## src/rtl/core/hrlp_pkg.sv

```systemverilog
package hrlp_pkg;

  // Longest request line, counted in bytes.
  localparam int unsigned MAX_LINE_BYTES = 8192;
  localparam int unsigned LINE_POS_W = $clog2(MAX_LINE_BYTES);
  localparam logic [LINE_POS_W-1:0] LAST_POS = LINE_POS_W'(MAX_LINE_BYTES - 1);

  // Configuration register indexes.
  localparam logic [1:0] CFG_IDX_BARE_LF = 2'd0;
  localparam logic [1:0] CFG_IDX_CUSTOM  = 2'd1;

  // Part tags.
  localparam logic [3:0] PART_METHOD     = 4'd0;
  localparam logic [3:0] PART_SPACE      = 4'd1;
  localparam logic [3:0] PART_SCHEME     = 4'd2;
  localparam logic [3:0] PART_SCHEME_DLM = 4'd3;
  localparam logic [3:0] PART_HOST       = 4'd4;
  localparam logic [3:0] PART_PORT_COLON = 4'd5;
  localparam logic [3:0] PART_PORT       = 4'd6;
  localparam logic [3:0] PART_PATH       = 4'd7;
  localparam logic [3:0] PART_QUERY_MARK = 4'd8;
  localparam logic [3:0] PART_QUERY      = 4'd9;
  localparam logic [3:0] PART_VERSION    = 4'd10;
  localparam logic [3:0] PART_LINE_END   = 4'd11;
  localparam logic [3:0] PART_REJECT     = 4'd12;

  // Status codes.
  localparam logic [1:0] ST_PROGRESS = 2'd0;
  localparam logic [1:0] ST_COMPLETE = 2'd1;
  localparam logic [1:0] ST_BAD      = 2'd2;
  localparam logic [1:0] ST_TOO_LONG = 2'd3;

  // Method codes.
  localparam logic [3:0] MC_GET     = 4'd0;
  localparam logic [3:0] MC_POST    = 4'd1;
  localparam logic [3:0] MC_PUT     = 4'd2;
  localparam logic [3:0] MC_HEAD    = 4'd3;
  localparam logic [3:0] MC_DELETE  = 4'd4;
  localparam logic [3:0] MC_CONNECT = 4'd5;
  localparam logic [3:0] MC_OPTIONS = 4'd6;
  localparam logic [3:0] MC_TRACE   = 4'd7;
  localparam logic [3:0] MC_CUSTOM  = 4'd8;
  localparam logic [3:0] MC_BAD     = 4'd15;

  // Method names as held in the prefix register: the first byte sits in the
  // low bits, so the strings are written back to front.
  localparam logic [55:0] NAME_GET     = 56'("TEG");
  localparam logic [55:0] NAME_PUT     = 56'("TUP");
  localparam logic [55:0] NAME_POST    = 56'("TSOP");
  localparam logic [55:0] NAME_HEAD    = 56'("DAEH");
  localparam logic [55:0] NAME_DELETE  = 56'("ETELED");
  localparam logic [55:0] NAME_CONNECT = 56'("TCENNOC");
  localparam logic [55:0] NAME_OPTIONS = 56'("SNOITPO");
  localparam logic [55:0] NAME_TRACE   = 56'("ECART");

  localparam logic [31:0] PFX_POST = 32'("TSOP");
  localparam logic [31:0] PFX_HEAD = 32'("DAEH");
  localparam logic [31:0] PFX_DELE = 32'("ELED");
  localparam logic [31:0] PFX_CONN = 32'("NNOC");
  localparam logic [31:0] PFX_OPTI = 32'("ITPO");
  localparam logic [31:0] PFX_TRAC = 32'("CART");

  // Parser phases.
  typedef enum logic [4:0] {
    PH_METHOD     = 5'd0,
    PH_MCUSTOM    = 5'd1,
    PH_TARGET     = 5'd2,
    PH_SCHEME     = 5'd3,
    PH_SL1        = 5'd4,
    PH_SL2        = 5'd5,
    PH_HOST_START = 5'd6,
    PH_REG        = 5'd7,
    PH_IP         = 5'd8,
    PH_HOST_END   = 5'd9,
    PH_PORT       = 5'd10,
    PH_PATH       = 5'd11,
    PH_QUERY      = 5'd12,
    PH_VER0       = 5'd13,
    PH_VER1       = 5'd14,
    PH_VER2       = 5'd15,
    PH_VER3       = 5'd16,
    PH_VER4       = 5'd17,
    PH_VMAJ       = 5'd18,
    PH_VDOT       = 5'd19,
    PH_VMIN       = 5'd20,
    PH_EOL        = 5'd21
  } hrlp_phase_e;

  // Input item.
  typedef struct packed {
    logic [7:0] data_byte;
    logic       restart;
  } hrlp_in_t;

  // Result item.
  typedef struct packed {
    logic [3:0]  part;
    logic [1:0]  status;
    logic [3:0]  method_code;
    logic [3:0]  version_major;
    logic [3:0]  version_minor;
    logic [12:0] byte_offset;
  } hrlp_out_t;

  // Configuration registers.
  typedef struct packed {
    logic allow_bare_lf;
    logic allow_custom_method;
  } hrlp_cfg_t;

  // Per-line parser state.
  typedef struct packed {
    hrlp_phase_e           phase;
    logic [55:0]           prefix;
    logic [2:0]            mlen;
    logic [3:0]            mfound;
    logic [LINE_POS_W-1:0] pos;
    logic [3:0]            major;
    logic [3:0]            minor;
    logic                  seen_cr;
  } hrlp_line_t;

  localparam hrlp_line_t LINE_RESET = '{
    phase:   PH_METHOD,
    prefix:  '0,
    mlen:    '0,
    mfound:  '0,
    pos:     '0,
    major:   '0,
    minor:   '0,
    seen_cr: 1'b0
  };

endpackage

```

## src/rtl/core/hrlp_step.sv

```systemverilog
module hrlp_step import hrlp_pkg::*; (
  input  hrlp_cfg_t  cfg_i,
  input  hrlp_line_t state_i,
  input  hrlp_in_t   in_i,
  output hrlp_line_t state_o,
  output hrlp_out_t  res_o
);

  // Character classes.
  function automatic logic is_digit(input logic [7:0] c);
    return c inside {["0":"9"]};
  endfunction

  function automatic logic is_alpha(input logic [7:0] c);
    return c inside {["a":"z"], ["A":"Z"]};
  endfunction

  function automatic logic is_alnum(input logic [7:0] c);
    return is_alpha(c) || is_digit(c);
  endfunction

  function automatic logic is_method_ch(input logic [7:0] c);
    return c inside {["A":"Z"], "_", "-"};
  endfunction

  function automatic logic is_scheme_ch(input logic [7:0] c);
    return is_alnum(c) || (c inside {"+", "-", "."});
  endfunction

  function automatic logic is_ip_ch(input logic [7:0] c);
    return is_alnum(c) || (c == ":");
  endfunction

  function automatic logic is_reg_ch(input logic [7:0] c);
    return is_alnum(c) || (c inside {"-", ".", "_", "~", "%", "!", "$", "&", "'",
                                     "(", ")", "*", "+", ",", ";", "="});
  endfunction

  function automatic logic is_pchar(input logic [7:0] c);
    return is_reg_ch(c) || (c inside {":", "@"});
  endfunction

  // True when the first four method bytes start one of the longer known names.
  function automatic logic reserved_prefix(input logic [31:0] p4);
    return (p4 == PFX_POST) || (p4 == PFX_HEAD) || (p4 == PFX_DELE) ||
           (p4 == PFX_CONN) || (p4 == PFX_OPTI) || (p4 == PFX_TRAC);
  endfunction

  // Method code of a complete token.
  function automatic logic [3:0] classify(input logic [55:0] p, input logic [2:0] n);
    logic [3:0] code;
    code = MC_CUSTOM;
    if (n == 3'd0) begin
      code = MC_BAD;
    end else if (n == 3'd3 && p == NAME_GET) begin
      code = MC_GET;
    end else if (n == 3'd3 && p == NAME_PUT) begin
      code = MC_PUT;
    end else if (n >= 3'd4 && reserved_prefix(p[31:0])) begin
      if (n == 3'd4 && p == NAME_POST) code = MC_POST;
      else if (n == 3'd4 && p == NAME_HEAD) code = MC_HEAD;
      else if (n == 3'd6 && p == NAME_DELETE) code = MC_DELETE;
      else if (n == 3'd7 && p == NAME_CONNECT) code = MC_CONNECT;
      else if (n == 3'd7 && p == NAME_OPTIONS) code = MC_OPTIONS;
      else if (n == 3'd5 && p == NAME_TRACE) code = MC_TRACE;
      else code = MC_BAD;
    end
    return code;
  endfunction

  // Expected byte of the "HTTP/" text in each version phase.
  function automatic logic [7:0] ver_char(input hrlp_phase_e ph);
    logic [7:0] ch;
    case (ph)
      PH_VER0: ch = "H";
      PH_VER1: ch = "T";
      PH_VER2: ch = "T";
      PH_VER3: ch = "P";
      default: ch = "/";
    endcase
    return ch;
  endfunction

  hrlp_line_t  cur;
  hrlp_line_t  upd;
  logic [7:0]  c;
  logic [3:0]  part;
  logic [3:0]  code;
  logic [1:0]  status;
  logic        done;

  // The byte after a host or a port.
  function automatic logic [3:0] auth_part(input logic [7:0] ch, input logic port_ok);
    logic [3:0] p;
    if (ch == ":" && port_ok) p = PART_PORT_COLON;
    else if (ch == "/") p = PART_PATH;
    else if (ch == "?") p = PART_QUERY_MARK;
    else if (ch == " ") p = PART_SPACE;
    else p = PART_REJECT;
    return p;
  endfunction

  function automatic hrlp_phase_e auth_phase(input logic [7:0] ch, input logic port_ok,
                                             input hrlp_phase_e ph);
    hrlp_phase_e n;
    if (ch == ":" && port_ok) n = PH_PORT;
    else if (ch == "/") n = PH_PATH;
    else if (ch == "?") n = PH_QUERY;
    else if (ch == " ") n = PH_VER0;
    else n = ph;
    return n;
  endfunction

  // Phase decode for one byte.
  always_comb begin
    cur  = in_i.restart ? LINE_RESET : state_i;
    c    = in_i.data_byte;
    upd  = cur;
    part = PART_REJECT;
    done = 1'b0;
    code = classify(cur.prefix, cur.mlen);
    case (cur.phase)
      PH_METHOD: begin
        if (is_method_ch(c)) begin
          if (cur.mlen != 3'd7) begin
            upd.prefix[{cur.mlen, 3'b000} +: 8] = c;
            upd.mlen = cur.mlen + 3'd1;
            part = PART_METHOD;
          end else if (!reserved_prefix(cur.prefix[31:0]) && cfg_i.allow_custom_method) begin
            upd.mfound = MC_CUSTOM;
            upd.phase  = PH_MCUSTOM;
            part = PART_METHOD;
          end
        end else if (c == " ") begin
          if (code != MC_BAD && (code != MC_CUSTOM || cfg_i.allow_custom_method)) begin
            upd.mfound = code;
            upd.phase  = (code == MC_CONNECT) ? PH_HOST_START : PH_TARGET;
            part = PART_SPACE;
          end
        end
      end
      PH_MCUSTOM: begin
        if (is_method_ch(c)) begin
          part = PART_METHOD;
        end else if (c == " ") begin
          upd.phase = PH_TARGET;
          part = PART_SPACE;
        end
      end
      PH_TARGET: begin
        if (c == "/") begin
          upd.phase = PH_PATH;
          part = PART_PATH;
        end else if (is_alpha(c)) begin
          upd.phase = PH_SCHEME;
          part = PART_SCHEME;
        end
      end
      PH_SCHEME: begin
        if (is_scheme_ch(c)) begin
          part = PART_SCHEME;
        end else if (c == ":") begin
          upd.phase = PH_SL1;
          part = PART_SCHEME_DLM;
        end
      end
      PH_SL1: begin
        if (c == "/") begin
          upd.phase = PH_SL2;
          part = PART_SCHEME_DLM;
        end
      end
      PH_SL2: begin
        if (c == "/") begin
          upd.phase = PH_HOST_START;
          part = PART_SCHEME_DLM;
        end
      end
      PH_HOST_START, PH_REG: begin
        if (cur.phase == PH_HOST_START && c == "[") begin
          upd.phase = PH_IP;
          part = PART_HOST;
        end else if (is_reg_ch(c)) begin
          upd.phase = PH_REG;
          part = PART_HOST;
        end else begin
          part = auth_part(c, 1'b1);
          upd.phase = auth_phase(c, 1'b1, cur.phase);
        end
      end
      PH_IP: begin
        if (is_ip_ch(c)) begin
          part = PART_HOST;
        end else if (c == "]") begin
          upd.phase = PH_HOST_END;
          part = PART_HOST;
        end
      end
      PH_HOST_END: begin
        part = auth_part(c, 1'b1);
        upd.phase = auth_phase(c, 1'b1, cur.phase);
      end
      PH_PORT: begin
        if (is_digit(c)) begin
          part = PART_PORT;
        end else begin
          part = auth_part(c, 1'b0);
          upd.phase = auth_phase(c, 1'b0, cur.phase);
        end
      end
      PH_PATH: begin
        if (is_pchar(c) || c == "/") begin
          part = PART_PATH;
        end else if (c == "?") begin
          upd.phase = PH_QUERY;
          part = PART_QUERY_MARK;
        end else if (c == " ") begin
          upd.phase = PH_VER0;
          part = PART_SPACE;
        end
      end
      PH_QUERY: begin
        if (is_pchar(c) || c == "/" || c == "?") begin
          part = PART_QUERY;
        end else if (c == " ") begin
          upd.phase = PH_VER0;
          part = PART_SPACE;
        end
      end
      PH_VER0, PH_VER1, PH_VER2, PH_VER3, PH_VER4: begin
        if (c == ver_char(cur.phase)) begin
          upd.phase = hrlp_phase_e'(cur.phase + 5'd1);
          part = PART_VERSION;
        end
      end
      PH_VMAJ: begin
        if (is_digit(c)) begin
          upd.major = c[3:0];
          upd.phase = PH_VDOT;
          part = PART_VERSION;
        end
      end
      PH_VDOT: begin
        if (c == ".") begin
          upd.phase = PH_VMIN;
          part = PART_VERSION;
        end
      end
      PH_VMIN: begin
        if (is_digit(c)) begin
          upd.minor = c[3:0];
          upd.phase = PH_EOL;
          part = PART_VERSION;
        end
      end
      PH_EOL: begin
        if (!cur.seen_cr && c == 8'h0d) begin
          upd.seen_cr = 1'b1;
          part = PART_LINE_END;
        end else if (c == 8'h0a && (cur.seen_cr || cfg_i.allow_bare_lf)) begin
          part = PART_LINE_END;
          done = 1'b1;
        end
      end
      default: begin
        part = PART_REJECT;
      end
    endcase
  end

  // Status, result item and the state left for the next byte.
  always_comb begin
    res_o  = '0;
    status = ST_PROGRESS;
    if (part == PART_REJECT) begin
      status = ST_BAD;
    end else if (done) begin
      status = ST_COMPLETE;
    end else if (cur.pos >= LAST_POS) begin
      status = ST_TOO_LONG;
    end

    res_o.part          = (status == ST_TOO_LONG) ? PART_REJECT : part;
    res_o.status        = status;
    res_o.method_code   = upd.mfound;
    res_o.version_major = done ? upd.major : 4'd0;
    res_o.version_minor = done ? upd.minor : 4'd0;
    res_o.byte_offset   = 13'(cur.pos);

    if (status != ST_PROGRESS) begin
      state_o = LINE_RESET;
    end else begin
      state_o     = upd;
      state_o.pos = cur.pos + 1'b1;
    end
  end

endmodule

```

## src/rtl/core/http_request_line_parser.sv

```systemverilog
// HTTP request line tagger: one byte in, one tagged result item out.
// Input channel: in_valid_i / in_stall_o with in_data_i (byte and restart
// flag). An item is taken at a clock edge with valid high and stall low.
// Output channel: out_valid_o / out_stall_i with out_data_o (part, status,
// method code, version digits and byte offset of the byte).
// Configuration channel: cfg_valid_i / cfg_ready_o with cfg_index_i and
// cfg_wdata_i; ready is always high. Index 0 is allow_bare_lf, index 1
// allow_custom_method; other indexes are ignored. Write only while idle.
// An accepted byte sits in the input register, and the phase decode then loads
// its result into the result register.
// Throughput: one byte per cycle while out_stall_i is low; the per-line state
// takes a single decode step per accepted byte, so bytes stream back to back.
// While the receiver stalls, the held result stays put and one more byte can
// be accepted into the input register; after that in_stall_o rises.
// Reset clears both pipeline stages, sets both configuration bits to one and
// puts the parser at the start of a method.
module http_request_line_parser import hrlp_pkg::*; (
  input  logic       clk_i,
  input  logic       rst_ni,
  input  logic       in_valid_i,
  output logic       in_stall_o,
  input  hrlp_in_t   in_data_i,
  output logic       out_valid_o,
  input  logic       out_stall_i,
  output hrlp_out_t  out_data_o,
  input  logic       cfg_valid_i,
  output logic       cfg_ready_o,
  input  logic [1:0] cfg_index_i,
  input  logic       cfg_wdata_i
);

  logic       in_valid_q;
  hrlp_in_t   in_q;
  logic       out_valid_q;
  hrlp_out_t  out_q;
  hrlp_line_t state_q;
  hrlp_line_t state_d;
  hrlp_out_t  res_d;
  hrlp_cfg_t  cfg_q;
  logic       advance;

  // The input stage moves on when the result register is empty or drained.
  assign advance    = in_valid_q && (!out_valid_q || !out_stall_i);
  assign in_stall_o = in_valid_q && !advance;

  assign out_valid_o = out_valid_q;
  assign out_data_o  = out_q;
  assign cfg_ready_o = 1'b1;

  // Decode of one byte against the line state.
  hrlp_step u_step (
    .cfg_i   (cfg_q),
    .state_i (state_q),
    .in_i    (in_q),
    .state_o (state_d),
    .res_o   (res_d)
  );

  // Configuration registers.
  always_ff @(posedge clk_i or negedge rst_ni) begin
    if (!rst_ni) begin
      cfg_q <= '{allow_bare_lf: 1'b1, allow_custom_method: 1'b1};
    end else if (cfg_valid_i) begin
      if (cfg_index_i == CFG_IDX_BARE_LF) cfg_q.allow_bare_lf <= cfg_wdata_i;
      if (cfg_index_i == CFG_IDX_CUSTOM) cfg_q.allow_custom_method <= cfg_wdata_i;
    end
  end

  // Pipeline control and line state.
  always_ff @(posedge clk_i or negedge rst_ni) begin
    if (!rst_ni) begin
      in_valid_q  <= 1'b0;
      out_valid_q <= 1'b0;
      state_q     <= LINE_RESET;
    end else begin
      if (!in_stall_o) begin
        in_valid_q <= in_valid_i;
      end
      if (advance) begin
        out_valid_q <= 1'b1;
        state_q     <= state_d;
      end else if (!out_stall_i) begin
        out_valid_q <= 1'b0;
      end
    end
  end

  // Payload registers.
  always_ff @(posedge clk_i) begin
    if (!in_stall_o && in_valid_i) begin
      in_q <= in_data_i;
    end
    if (advance) begin
      out_q <= res_d;
    end
  end

`ifndef SYNTHESIS
  // A completed line always ends on a line-end byte; an overlong one is rejected.
  a_status_part: assert property (@(posedge clk_i) disable iff (!rst_ni)
    out_valid_o && (out_data_o.status == ST_COMPLETE || out_data_o.status == ST_TOO_LONG)
    |-> (out_data_o.part == PART_LINE_END && out_data_o.status == ST_COMPLETE) ||
        (out_data_o.part == PART_REJECT && out_data_o.status == ST_TOO_LONG))
    else $error("part does not match status");

  // Version digits show only on the completing byte.
  a_version_zero: assert property (@(posedge clk_i) disable iff (!rst_ni)
    out_valid_o && out_data_o.status != ST_COMPLETE
    |-> out_data_o.version_major == 4'd0 && out_data_o.version_minor == 4'd0)
    else $error("version digits outside a completed line");

  // A finished or rejected line restarts the byte count.
  a_line_restart: assert property (@(posedge clk_i) disable iff (!rst_ni)
    advance && res_d.status != ST_PROGRESS |=> state_q.pos == '0)
    else $error("line state not cleared after line end");

  // Input stalls only behind a blocked result.
  a_stall_cause: assert property (@(posedge clk_i) disable iff (!rst_ni)
    in_stall_o |-> out_valid_q && out_stall_i && in_valid_q)
    else $error("input stalled without a blocked result");
`endif

endmodule
```

## config.mk

```make
export PLATFORM = sky130hd
export DESIGN_NAME = http_request_line_parser
export DESIGN_NICKNAME = d
export VERILOG_FILES = /design/src/rtl/core/hrlp_pkg.sv /design/src/rtl/core/hrlp_step.sv /design/src/rtl/core/http_request_line_parser.sv
export SDC_FILE = /design/constraint.sdc
export NUM_CORES = 1
export LEC_CHECK = 0
export ABC_AREA = 0
export BUFFER_PORTS_ARGS = -buffer_cell sky130_fd_sc_hd__clkbuf_2
export CORE_AREA = 2 2 128 130
export DETAILED_ROUTE_END_ITERATION = 8
export DIE_AREA = 0 0 130 132
export GPL_TIMING_DRIVEN = 0
export PLACE_DENSITY = 0.72
export RECOVER_POWER = 50
export SLEW_MARGIN = 20
export SYNTH_ARGS = -nofsm -noshare
export SYNTH_HDL_FRONTEND = slang
export SYNTH_SLANG_ARGS = --single-unit
```

## constraint.sdc

```tcl
create_clock -name clk_i -period 8.75 [get_ports clk_i]
set_clock_uncertainty 0.2 [all_clocks]
set_input_delay 2.1875 -clock clk_i [delete_from_list [all_inputs] [get_ports clk_i]]
set_output_delay 2.1875 -clock clk_i [all_outputs]
set_load 0.02 [all_outputs]
```

# Word level (Yosys, flattened, before mapping)
# Index checks and enable logic that the tools add are counted.
# op_classes
eq_ne,74
addsub,4
magnitude_cmp,8
n_shift,2
n_reduce_logical,57
muxes,95
# ops
operator,count
"32-bit by 31-bit == test with 1-bit output, second input constant",6
90-bit 2-to-1 mux,2
4-bit 2-to-1 mux,42
"8-bit by 6-bit == test with 1-bit output, second input constant",18
5-bit 2-to-1 mux,28
59-bit 2-to-1 mux,2
"56-bit by 23-bit == test with 1-bit output, second input constant",2
"56-bit by 31-bit == test with 1-bit output, second input constant",2
"56-bit by 55-bit == test with 1-bit output, second input constant",2
5-bit case mux with 16 select lines,1
63-bit 2-to-1 mux,1
4-bit case mux with 15 select lines,1
56-bit bitwise mux,1
"56-bit by 39-bit == test with 1-bit output, second input constant",1
"56-bit by 47-bit == test with 1-bit output, second input constant",1
"8-bit by 8-bit variable shift with 56-bit output, first input constant",1
8-bit by 8-bit indexed part select with 56-bit output,1
"5-bit by 4-bit == test with 1-bit output, second input constant",8
"8-bit by 7-bit == test with 1-bit output, second input constant",5
"5-bit == test, second input constant",6
7-bit case mux with 3 select lines,1
"5-bit by 3-bit == test with 1-bit output, second input constant",4
1-bit logical AND,20
"8-bit by 4-bit == test with 1-bit output, second input constant",2
other kinds (37),82
# word_totals
inputBits,17
register_bits,134
out_inout_bits,34
wordCells,260

# Longest topological paths before layout
# Gate-level depths: netlist of run 1.
# logic_depth
depth_word,24
depth_mapped,20
mapped_depth_nobuf,14

# Modules after synthesis
# From an unflattened synthesis of run 1, not the netlist that was laid out.
# unflattened
hier_cells,1050
area_unflattened_um2,9902.0
# by_module_without_submodules
mod,seq_area_each_um2,cells_per_inst,n_inst,area_each_um2
http_request_line_parser,3555.9,246,1,5193.7
hrlp_step,0.0,804,1,4708.3

# Worst setup path before layout of run 1
# No wires, ideal clock.
# synth_path
path_kind,reg2reg
start,register in_q[0] in the netlist's numbering
end,register state_q[45] in the netlist's numbering
t_arrival_ns,4.611
path_buffers,7
setup_slack_ns,3.818
synth_period_minus_slack_ns,4.932
stages_incl_launch_ff,21
required_ns,8.429
setup_time_ns,0.121
cell_sequence,edfxtp_1 buf_4 buf_2 buf_2 buf_2 buf_1 nor2b_1 ha_1 clkbuf_1 and3_1 ha_1 a221oi_1 o21ai_0 a21o_1 o2111ai_1 nor2_1 or3_1 a2111oi_4 buf_6 o21ai_2 a22o_1
# synth_between
elab_chain_len,24
word_cells_on_any_way,115
classes_between,add/sub (1); order compare (2); eq/ne (45); shift (2); mux (34); reduce/logical (31)
# synth_rtl
element,line,text
from (decl),http_request_line_parser.sv:33,hrlp_in_t in_q;
from (signal assigned),http_request_line_parser.sv:91,in_q <= in_data_i;
90-bit 2-to-1 mux (*),hrlp_step.sv:116,cur = in_i.restart ? LINE_RESET : state_i;
56-bit by 39-bit == test with 1-bit output / 3-bit == test (equally long branches),hrlp_step.sv:65,else if (n == 3'd5 && p == NAME_TRACE) code = MC_TRACE;
1-bit logical AND,hrlp_step.sv:65,
4-bit 2-to-1 mux,hrlp_step.sv:65,
4-bit 2-to-1 mux,hrlp_step.sv:64,else if (n == 3'd7 && p == NAME_OPTIONS) code = MC_OPTIONS;
4-bit 2-to-1 mux,hrlp_step.sv:63,else if (n == 3'd7 && p == NAME_CONNECT) code = MC_CONNECT;
4-bit 2-to-1 mux,hrlp_step.sv:62,else if (n == 3'd6 && p == NAME_DELETE) code = MC_DELETE;
4-bit 2-to-1 mux,hrlp_step.sv:61,else if (n == 3'd4 && p == NAME_HEAD) code = MC_HEAD;
[8 not listed],n/a,
4-bit 2-to-1 mux,hrlp_step.sv:135,if (code != MC_BAD && (code != MC_CUSTOM || cfg_i.allow_custom_method)) begin
4-bit 2-to-1 mux,hrlp_step.sv:134,"end else if (c == "" "") begin"
4-bit 2-to-1 mux,hrlp_step.sv:124,if (is_method_ch(c)) begin
4-bit case mux with 15 select lines,hrlp_step.sv:122,case (cur.phase)
4-bit == test,hrlp_step.sv:275,if (part == PART_REJECT) begin
2-bit 2-to-1 mux,hrlp_step.sv:275,
2-bit nonzero test,hrlp_step.sv:290,if (status != ST_PROGRESS) begin
90-bit 2-to-1 mux (*),hrlp_step.sv:290,
to (signal assigned),http_request_line_parser.sv:81,state_q <= state_d;
to (decl),http_request_line_parser.sv:36,hrlp_line_t state_q;
# Every way passes the cells marked *; elsewhere a longest branch is shown, timed or not. The select of a mux whose other input is x is not followed.
# A chain may end at the register's enable or synchronous reset.

# Worst setup path after layout of run 1
# layout_path
start,register in_q[0] in the netlist's numbering
end,register state_q[19] in the netlist's numbering
# Same word-level chain as after synthesis.

==> impl_metrics.ini, run 1 <==
[outcome]
outcome = finished, violations left
violations = max-capacitance violations, max-slew violations

[worst_hold_path]
min_path_type = flip-flop to flip-flop
holdPathStages = 1

[placed_design]
dp_hpwl_um = 19100
portBuffers = 49
place_congestion = 1.01
pre_cts_ws_ps = 2190

[global_route]
grt_pass1_wl_um = 41500
grt_pass1_vias = 7221
grt_start_max_net_pins = 70
antenna_found_initial = 0
grt_usage_pct = 31.6
overflow = 0

[floorplanning]
start_util_pct = 53.9
die_w_um = 130
pin_count = 51
die_h_um = 132
row_count = 46
die_area_um2 = 17200
coreArea_um2 = 15700

[timing]
finalCriticalPeriod_ps = 7350
worstMarginPinSlew_ps = 3680
rsz0062_at_grt = no
finalMaxSlewViolations = 96
hold_viol_final = 0
fmax_ghz = 0.136
relSlewSlack_pct = -145
setup_slack_ps = 1400
finalSetupTns_ps = 0
setup_viol = 0
timing.final.crit_share_pct = 84.0

[cells_and_area]
num_antenna_cells = 0
nFillCells = 1382
drive_gt1_share_pct = 12.0
syn_to_final_growth_pct = 13.3
fin_nets = 983
final_util_pct = 61.1

[power]
ir_worst_vdd_mv = 0.141
total_power_mw = 1.56
p_sw_mw = 0.430
pwr-share-clk_pct = 47.7
p_int_mw = 1.13
seqPwrFrac_pct = 43.0
combPwrFrac_pct = 9.3
swShare_pct = 27.5
power_leakage_nw = 3.59
power_density_nw_per_um2 = 163

[yosys]
syn-num-nets = 913
syn-cell-area_um2 = 8470
synth_area_leaders = dfrtp_1 (27%), edfxtp_1 (14%), a32o_1 (5.1%), nand2_1 (3.6%), a22o_1 (3.2%)
synth_top_area_cell = dfrtp_1
yosysWarningCount = 0
synth_cells = 884
yosysTopAreaCellShare_pct = 27.2
async_flop_share_pct = 70.1
ys.flop_type = dfrtp_1
ys_ff_latch = 134
syn_avg_cell_area_um2 = 9.58
synth_edf_count = 40
synth_cell_types = 96
synth_seq_area_share_pct = 42.0

[worst_setup_path]
critPathLaunchType = flip-flop
cp_cell_sequence = buf_4 -> clkbuf_1 -> clkbuf_1 -> clkbuf_1 -> clkbuf_1 -> nor2b_1 -> ha_1 -> clkbuf_1 -> and3_1 -> ha_1 -> a221oi_1 -> o21ai_0 -> a21o_1 -> o2111ai_1 -> nor2_1 -> or3_1 -> a2111oi_4 -> or2_2 -> clkbuf_1 -> o21ai_0
cpMostUsedCell = clkbuf_1
crit_type = flip-flop to flip-flop
cp_slowest_cell = clkbuf_1
cp_data_required_time_ps = 8840
slowest_delay_ps = 610
crit_arrival_ps = 7440
worst-path-max-fanout = 10
rr_worst_depth = 20
critical_path.endpoint_type = flip-flop

[detailed_routing]
routedWlPerCell_um = 22.4
drc_errors = 0
totalWireLength_um = 26500
antenna_left = 0
drt_iter0_drc = 1069
vias_per_cell = 6.72
dr.pass1.iters = 5
vias = 7953

[flow_run]
drv_cap = 2

[clocking]
post_cts_buffers = 0
clkLatencyLatePin_ps = 440
ctsLongestPathBuffers = 2
clock-sinks = 134
cts_resized = 0
root_buffer = clkbuf_16
h-tree-depth = 4
ctsHoldBuffers = 0
cts_tree = built
cts-buffers-inserted = 17
clk_pin_slew_worst_paths_ps = 60
==> metrics by stage <==
| stage | std cells | hold slack [ps] | instance area [um^2] |
|---|---|---|---|
| 5_1_grt | 1183 | 307 | 9600 |
| 6_report | 1183 | 286 | 9600 |
| 3_3_place_gp | 1149 | 260 | 8990 |
| 4_1_cts | 1183 | 288 | 9660 |
| 2_1_floorplan | 884 | 242 | 8470 |
| 3_5_place_dp | 1151 | 274 | 9050 |
==> placed cells by master, fill, tap and decap left out, types with 9 or more instances in the layout <==
master      n
a22o_1     31
nor2b_1    30
nand4_1    17
clkbuf_1   67
a32o_1     43
nor3b_1    17
edfxtp_1   40
dfrtp_1    92
xnor2_1    10
nor2_1     61
clkbuf_16  17
nor3_1     18
o21ai_0    42
nand2_1    81
and2_1     13
a21oi_1    35
or3_1       9
nand2b_1   12
ha_1       12
clkbuf_2   24
nor4_1     18
inv_1      19
nand3_1    39
==> cells by family after synthesis <==
logic type | Yosys count | share of synthesized area (%)
AOI/OAI and AO/OA | 253 | 23.6
muxes | 8 | 0.975
DFF | 134 | 42.0
and+or+nand+nor | 391 | 26.8
buffers and inverters | 73 | 3.60
adders and majority gates | 12 | 1.77
other | 1 | 0.0443
xor gates and xnor gates | 12 | 1.24
==> cell type report <==
class / count / area, um^2 / area share [%]
Buffer: 54 / 231 / 2.41
Multi-Input combinational cell: 677 / 4620 / 48.1
Clock inverter: 15 / 184 / 1.92
Inverter: 19 / 71.3 / 0.743
Clock buffer: 17 / 425 / 4.43
Sequential cell: 134 / 3560 / 37.1
Tap cell: 216 / 270 / 2.82
Timing Repair Buffer: 51 / 238 / 2.48
==> worst max-delay path, delay by kind of cell (launching register included) <==
kind,cells,cell delay [ps]
buf+inv,7,3030
compound gates,6,1770
simple gates,5,1320
fa+ha+maj,2,550
flops,1,320
==> registers in the layout, indices dropped and copies added, names as in the netlist <==
| signal | count |
|---|---|
| state_q | 90 |
| out_data_o | 31 |
| in_q | 9 |
| cfg_q | 2 |
| in_valid_q | 1 |
| out_valid_o | 1 |
==> synth_stat cells (all sizes together), types with 7 or more instances <==
cell	count
nand2b	12
o21ai	48
nand2	81
a32o	43
nor3	24
clkbuf	36
or2	8
a21oi	35
and2	14
dfrtp	92
o31ai	12
or4	8
xnor2	10
inv	19
nand4	17
nor2	61
a22o	31
ha	12
nand3	39
nor3b	18
buf	18
nor4b	12
or3	9
edfxtp	40
and3	7
nor2b	30
o211ai	8
nor4	21
==> power by group through the flow <==
| stage | Combinational (mW) | Sequential [mW] | Clock [mW] |
|---|---|---|---|
| global placement | 0.142 | 0.684 | 0 |
| CTS | 0.148 | 0.671 | 0.751 |
| global route | 0.156 | 0.673 | 0.779 |
| floorplan | 0.0765 | 0.693 | 0 |
| finish | 0.145 | 0.671 | 0.746 |
| detailed placement | 0.147 | 0.683 | 0 |
==> worst paths after layout <==
| kind | startpoint | endpoint | slack [ps] |
|---|---|---|---|
| max | in_q[0]$_DFFE_PP_ | state_q[19]$_DFFE_PN0P_ | 1400 |
| min | state_q[0]$_DFFE_PN0P_ | state_q[0]$_DFFE_PN0P_ | 290 |
| max reg2reg | in_q[0]$_DFFE_PP_ | state_q[19]$_DFFE_PN0P_ | 1400 |
| min reg2reg | state_q[0]$_DFFE_PN0P_ | state_q[0]$_DFFE_PN0P_ | 290 |
| max in group asynchronous | rst_ni | state_q[27]$_DFFE_PN0P_ | 2260 |
| min in group asynchronous | rst_ni | state_q[36]$_DFFE_PN0P_ | 1910 |
==> layer usage <==
layer	wire length (um)	GRT usage [%]	share of wire (%)
met1	11400	45.3	43
met2	11900	47.7	45
met3	2390	5.68	9.0
met4	768	11.5	2.9
met5	0	0	0
(Power assumes the default switching activity.)
==> run 2, diff against run 1 <==
--- a/config.mk
+++ b/config.mk
@@ -11,7 +11,7 @@
 export DETAILED_ROUTE_END_ITERATION = 8
 export DIE_AREA = 0 0 130 132
 export GPL_TIMING_DRIVEN = 0
-export PLACE_DENSITY = 0.72
+export PLACE_DENSITY = 0.75
 export RECOVER_POWER = 50
 export SLEW_MARGIN = 20
 export SYNTH_ARGS = -nofsm -noshare
==> constraint.sdc (replaced) <==
create_clock -name clk_i -period 6.6 [get_ports clk_i]
set_clock_uncertainty 0.2 [all_clocks]
set_input_delay 1.65 -clock clk_i [delete_from_list [all_inputs] [get_ports clk_i]]
set_output_delay 1.65 -clock clk_i [all_outputs]
set_load 0.02 [all_outputs]
==> impl_metrics.ini, run 2 (synthesis results as in run 1) <==
[cells_and_area]
top_register = state_q
num_antenna_cells = 0
final_common_cell = dfrtp_1
fin_nets = 982
drive_gt1_share_pct = 12.2
layout_common_cells = dfrtp_1 (92), nand2_1 (81), clkbuf_1 (63), nor2_1 (61), a32o_1 (43)
syn_to_final_growth_pct = 13.6
largest_register_ffs = 90
final_util_pct = 61.2

[worst_setup_path]
critical_path.endpoint_type = flip-flop
critPathLaunchType = flip-flop
crit_type = flip-flop to flip-flop
cp_data_required_time_ps = 6720
crit_arrival_ps = 6510
worst-path-max-fanout = 10

[global_route]
overflow = 0
grt_pass1_vias = 7443
grt_util_met2_pct = 47.0
use_met1_pct = 45.3
grt_start_max_net_pins = 71
grt_usage_pct = 31.8
grtUsageMet3_pct = 6.98
grt_pass1_wl_um = 41800
antenna_found_initial = 0
grt.busiest_layer = met2

[detailed_routing]
routedWlPerCell_um = 22.7
vias = 7987
drc_errors = 0
vias_per_cell = 6.76
dr.pass1.iters = 8
drt_iter0_drc = 938
antenna_left = 0
totalWireLength_um = 26800

[placed_design]
portBuffers = 49
place_congestion = 1.01
dp_hpwl_um = 19300

[worst_hold_path]
min_path_type = flip-flop to flip-flop

[timing]
setup_viol = 0
finalCriticalPeriod_ps = 6390
hold_ws_ps = 285
finalSetupTns_ps = 0
worstMarginPinSlew_ps = 3100
relSlewSlack_pct = -107
fmax_ghz = 0.156
hold_viol_final = 0
finalMaxSlewViolations = 71
timing.final.crit_share_pct = 96.8
rsz0062_at_grt = no

[clocking]
cts_tree = built
ctsHoldBuffers = 0
clkLatencyLatePin_ps = 430
root_buffer = clkbuf_16
cts-buffers-inserted = 17
h-tree-depth = 4
clk_pin_slew_worst_paths_ps = 60
clock-sinks = 134
ctsLongestPathBuffers = 2
post_cts_buffers = 0

[floorplanning]
pin_count = 51
die_h_um = 132
start_util_pct = 53.9
die_w_um = 130
coreArea_um2 = 15700
die_area_um2 = 17200
row_count = 46

[power]
ir_worst_vdd_mv = 0.192
power_leakage_nw = 3.62
power_density_nw_per_um2 = 216
total_power_mw = 2.08

[outcome]
outcome = finished, violations left
violations = max-capacitance violations, max-slew violations

[flow_run]
drv_cap = 1
## run 2: changes by cell type in the layout (fill, tap and decap cells not counted), sizes merged
cell          previous run  this run
buf                     14        17
clkbuf                 108       103
clkinv                   2         5
clkinvlp                 2         0
dlymetal6s4s             0         1
inv                     28        27
## run 2: timing repair
item / CTS / global route
endpoints found under the hold margin: 0 / 0
endpoints found under the setup margin: 0 / 87
resized for setup: 0 / 3
## run 2: worst paths after layout
kind / start / end / slack, ps / cells after the start
setup / recovery: in_q[0]$_DFFE_PP_ / state_q[58]$_DFFE_PN0P_ / 210 / 20
hold / removal: state_q[86]$_DFFE_PN0P_ / state_q[86]$_DFFE_PN0P_ / 290 / 1
setup reg to reg: in_q[0]$_DFFE_PP_ / state_q[58]$_DFFE_PN0P_ / 210 / 20
hold reg to reg: state_q[86]$_DFFE_PN0P_ / state_q[86]$_DFFE_PN0P_ / 290 / 1
max in group asynchronous: rst_ni / state_q[1]$_DFFE_PN0P_ / 1150 / 2
min in group asynchronous: rst_ni / state_q[36]$_DFFE_PN0P_ / 1310 / 1
## run 2: stage by stage
stage          cell area [um^2]  cells  worst slack (ps)
2_1_floorplan              8470    884              1670
3_3_place_gp               8990   1149              45.9
3_5_place_dp               9050   1151               104
4_1_cts                    9660   1183              94.2
5_1_grt                    9620   1182              38.7
6_report                   9620   1182               210
## run 2: power breakdown
| part | internal (mW) | switching, mW | leakage, nW |
|---|---|---|---|
| Sequential | 0.879 | 0.0107 | 1.69 |
| Clock | 0.575 | 0.421 | 0.303 |
| Combinational | 0.0482 | 0.144 | 1.62 |
## run 2: final cells by class
class / instances / area (um^2)
fillers: 1376 / 6090
multi-input cells: 677 / 4630
repair buffers: 51 / 243
plain buffers: 53 / 235
flip-flops and latches: 134 / 3560
clock buffers: 17 / 425
well taps: 216 / 270
inverters: 19 / 71.3
clock inverters: 15 / 188
## run 2: layer usage
layer / up-vias / wire [um]
met4: 0 / 937
li1: 3576 / -
met3: 75 / 2240
met1: 3868 / 11500
met5: - / 0
met2: 468 / 12100
## run 2: critical path: stages, from the launching register on
cell and delay (ps):
edfxtp_1 350, buf_4 200, buf_2 230, clkbuf_4 250, buf_2 240, clkbuf_2 250, nor2b_1 370, inv_1 240
ha_1 240, clkbuf_1 220, or2_2 360, a22oi_1 450, o2111ai_1 270, nor3b_4 490, a221oi_1 240, nand2_1 140
o2bb2ai_2 100, a2111oi_4 600, nor2_1 260, buf_2 280, a32o_1 280
==> run 3, diff against run 2 <==
--- a/config.mk
+++ b/config.mk
@@ -5,12 +5,13 @@
 export SDC_FILE = /design/constraint.sdc
 export NUM_CORES = 1
 export LEC_CHECK = 0
-export ABC_AREA = 0
+export ABC_AREA = 1
 export BUFFER_PORTS_ARGS = -buffer_cell sky130_fd_sc_hd__clkbuf_2
-export CORE_AREA = 2 2 128 130
+export CORE_AREA = 2 2 137 139
 export DETAILED_ROUTE_END_ITERATION = 8
-export DIE_AREA = 0 0 130 132
+export DIE_AREA = 0 0 139 141
 export GPL_TIMING_DRIVEN = 0
+export HOLD_SLACK_MARGIN = 0.1
 export PLACE_DENSITY = 0.75
 export RECOVER_POWER = 50
 export SLEW_MARGIN = 20
==> impl_metrics.ini, run 3 <==
[cells_and_area]
final_common_cell = nand2_1
largest_register_ffs = 90
num_antenna_cells = 0
layout_common_cells = nand2_1 (375), nor2_1 (228), inv_1 (171), o21ai_0 (121), nand3_1 (104)
drive_gt1_share_pct = 8.99
top_register = state_q
fin_nets = 1574
final_util_pct = 60.1
syn_to_final_growth_pct = 11.4

[yosys]
syn-num-nets = 1504
synth_seq_area_share_pct = 36.1
ys.flop_type = dfrtp_1
synth_cells = 1475
async_flop_share_pct = 70.1
synth_edf_count = 40
synth_top_area_cell = dfrtp_1
yosysWarningCount = 0
yosysTopAreaCellShare_pct = 23.4
yosysMostFrequentCell = nand2_1
syn-cell-area_um2 = 9850
synth_cell_types = 55
synthTopCellsByCount = nand2_1 (375), nor2_1 (228), inv_1 (171)
synth_area_leaders = dfrtp_1 (23%), nand2_1 (14%), edfxtp_1 (12%), nor2_1 (8.7%), inv_1 (6.5%)
syn_avg_cell_area_um2 = 6.68
ys_ff_latch = 134

[timing]
timing.final.crit_share_pct = 81.4
finalSetupTns_ps = 0
setup_slack_ps = 1230
worstMarginPinSlew_ps = 2810
finalCriticalPeriod_ps = 5370
hold_ws_ps = 296
hold_viol_final = 0
setup_viol = 0
rsz0062_at_grt = no
finalMaxSlewViolations = 45
relSlewSlack_pct = -87.4
fmax_ghz = 0.186

[placed_design]
dp_hpwl_um = 27100
portBuffers = 49
place_congestion = 1.02
pre_cts_ws_ps = 2050

[power]
power_leakage_nw = 4.88
total_power_mw = 2.96
ir_worst_vdd_mv = 0.187
power_density_nw_per_um2 = 270

[outcome]
violations = max-capacitance violations, max-slew violations
outcome = finished, violations left

[clocking]
cts_tree = built
ctsLongestPathBuffers = 2
clock-sinks = 134
h-tree-depth = 4
ctsHoldBuffers = 0
post_cts_buffers = 0
cts-buffers-inserted = 17
clk_pin_slew_worst_paths_ps = 70
root_buffer = clkbuf_16
clkLatencyLatePin_ps = 430
cts_resized = 0

[global_route]
grt_pass1_vias = 10300
overflow = 0
grt_pass1_wl_um = 57000
grt_start_max_net_pins = 51
grt_usage_pct = 37.5
antenna_found_initial = 0

[worst_setup_path]
crit_type = flip-flop to flip-flop
reg2reg_from = in_q[0]$_DFFE_PP_
crit_arrival_ps = 5460
critPathLaunch = in_q[0]$_DFFE_PP_
rr_worst_depth = 24
worst-path-max-fanout = 10
critPathLaunchType = flip-flop
cp_data_required_time_ps = 6690
critical_path.endpoint_type = flip-flop

[detailed_routing]
vias_per_cell = 6.08
totalWireLength_um = 36800
drc_errors = 0
drt_iter0_drc = 1398
vias = 10900
antenna_left = 0
routedWlPerCell_um = 20.5
dr.pass1.iters = 5

[floorplanning]
pin_count = 51
start_util_pct = 53.9
die_h_um = 141
die_w_um = 139
die_area_um2 = 19600
row_count = 50
coreArea_um2 = 18300

[worst_hold_path]
worst_hold_startpoint = state_q[3]$_DFFE_PN0P_
holdPathStages = 2
min_path_type = flip-flop to flip-flop

[flow_run]
drv_cap = 1
-- run 3: cell count changes after synthesis, sizes merged, moves of 22 or more --
cell	change
o22ai	+43
a22o	-31
nor2	+176
nand3	+69
o21ai	+78
nand2	+307
nor2b	-30
inv	+161
o211ai	+22
a32o	-42
-- run 3: stage by stage --
| step | instance area [um^2] | std cells |
|---|---|---|
| floorplan | 9850 | 1475 |
| global placement | 10400 | 1758 |
| detailed placement | 10500 | 1760 |
| CTS | 11000 | 1792 |
| global route | 11000 | 1792 |
| finish | 11000 | 1792 |
-- run 3: cell type report --
type	instances	area (um^2)
multi-input combinational	1101	5310
buffer	58	294
clock inverter	14	141
fill	1735	7290
sequential	134	3560
clock buffer	18	429
inverter	182	688
timing repair buffer	51	264
tap	234	293
-- run 3: cell families after synthesis --
logic type      count (synthesis)  synth area share [%]
fa+ha+maj                      12                  1.52
other cells                     1                0.0381
simple gates                  811                  35.5
buf+inv                       240                  10.0
compound gates                276                  16.7
flops                         134                  36.1
xor+xnor                        1                0.0890
-- run 3: report_power, final --
part / switching, mW / leakage, nW / internal [mW]
logic: 0.738 / 2.92 / 0.254
registers: 0.0553 / 1.69 / 0.953
clock network: 0.433 / 0.277 / 0.531
-- run 3: worst paths after layout --
kind | slack (ps) | to
setup / recovery | 1230 | state_q[35]$_DFFE_PN0P_
hold reg to reg | 300 | state_q[3]$_DFFE_PN0P_
hold / removal | 300 | state_q[3]$_DFFE_PN0P_
setup reg to reg | 1230 | state_q[35]$_DFFE_PN0P_
max in group asynchronous | 2690 | state_q[22]$_DFFE_PN0P_
min in group asynchronous | 1900 | state_q[52]$_DFFE_PN0P_
-- run 3: per-layer routing --
layer,part of all wire [%],vias to the layer above,global-route usage (%)
li1,-,5022,-
met4,4.9,0,18.6
met3,9.8,133,7.27
met5,0,-,0
met1,40,5064,49.0
met2,45,676,60.1
-- run 3: worst max-delay path, stage by stage, from the launching register on --
cell      delay [ps]
edfxtp_1         320
clkbuf_1         790
inv_6             90
buf_6            220
buf_6            170
nand2_1          320
inv_2            190
ha_1             280
inv_1             70
nor2_1            40
ha_1             220
nor2_4           180
o21ai_1          130
nor2_1           160
a21oi_1           60
nand3b_1         200
or2_1            210
nand4_1          150
nor2_1           140
nand2_1          130
nor2_4           160
nand2_4           80
nand2_4          140
buf_2            380
o21ai_0          160
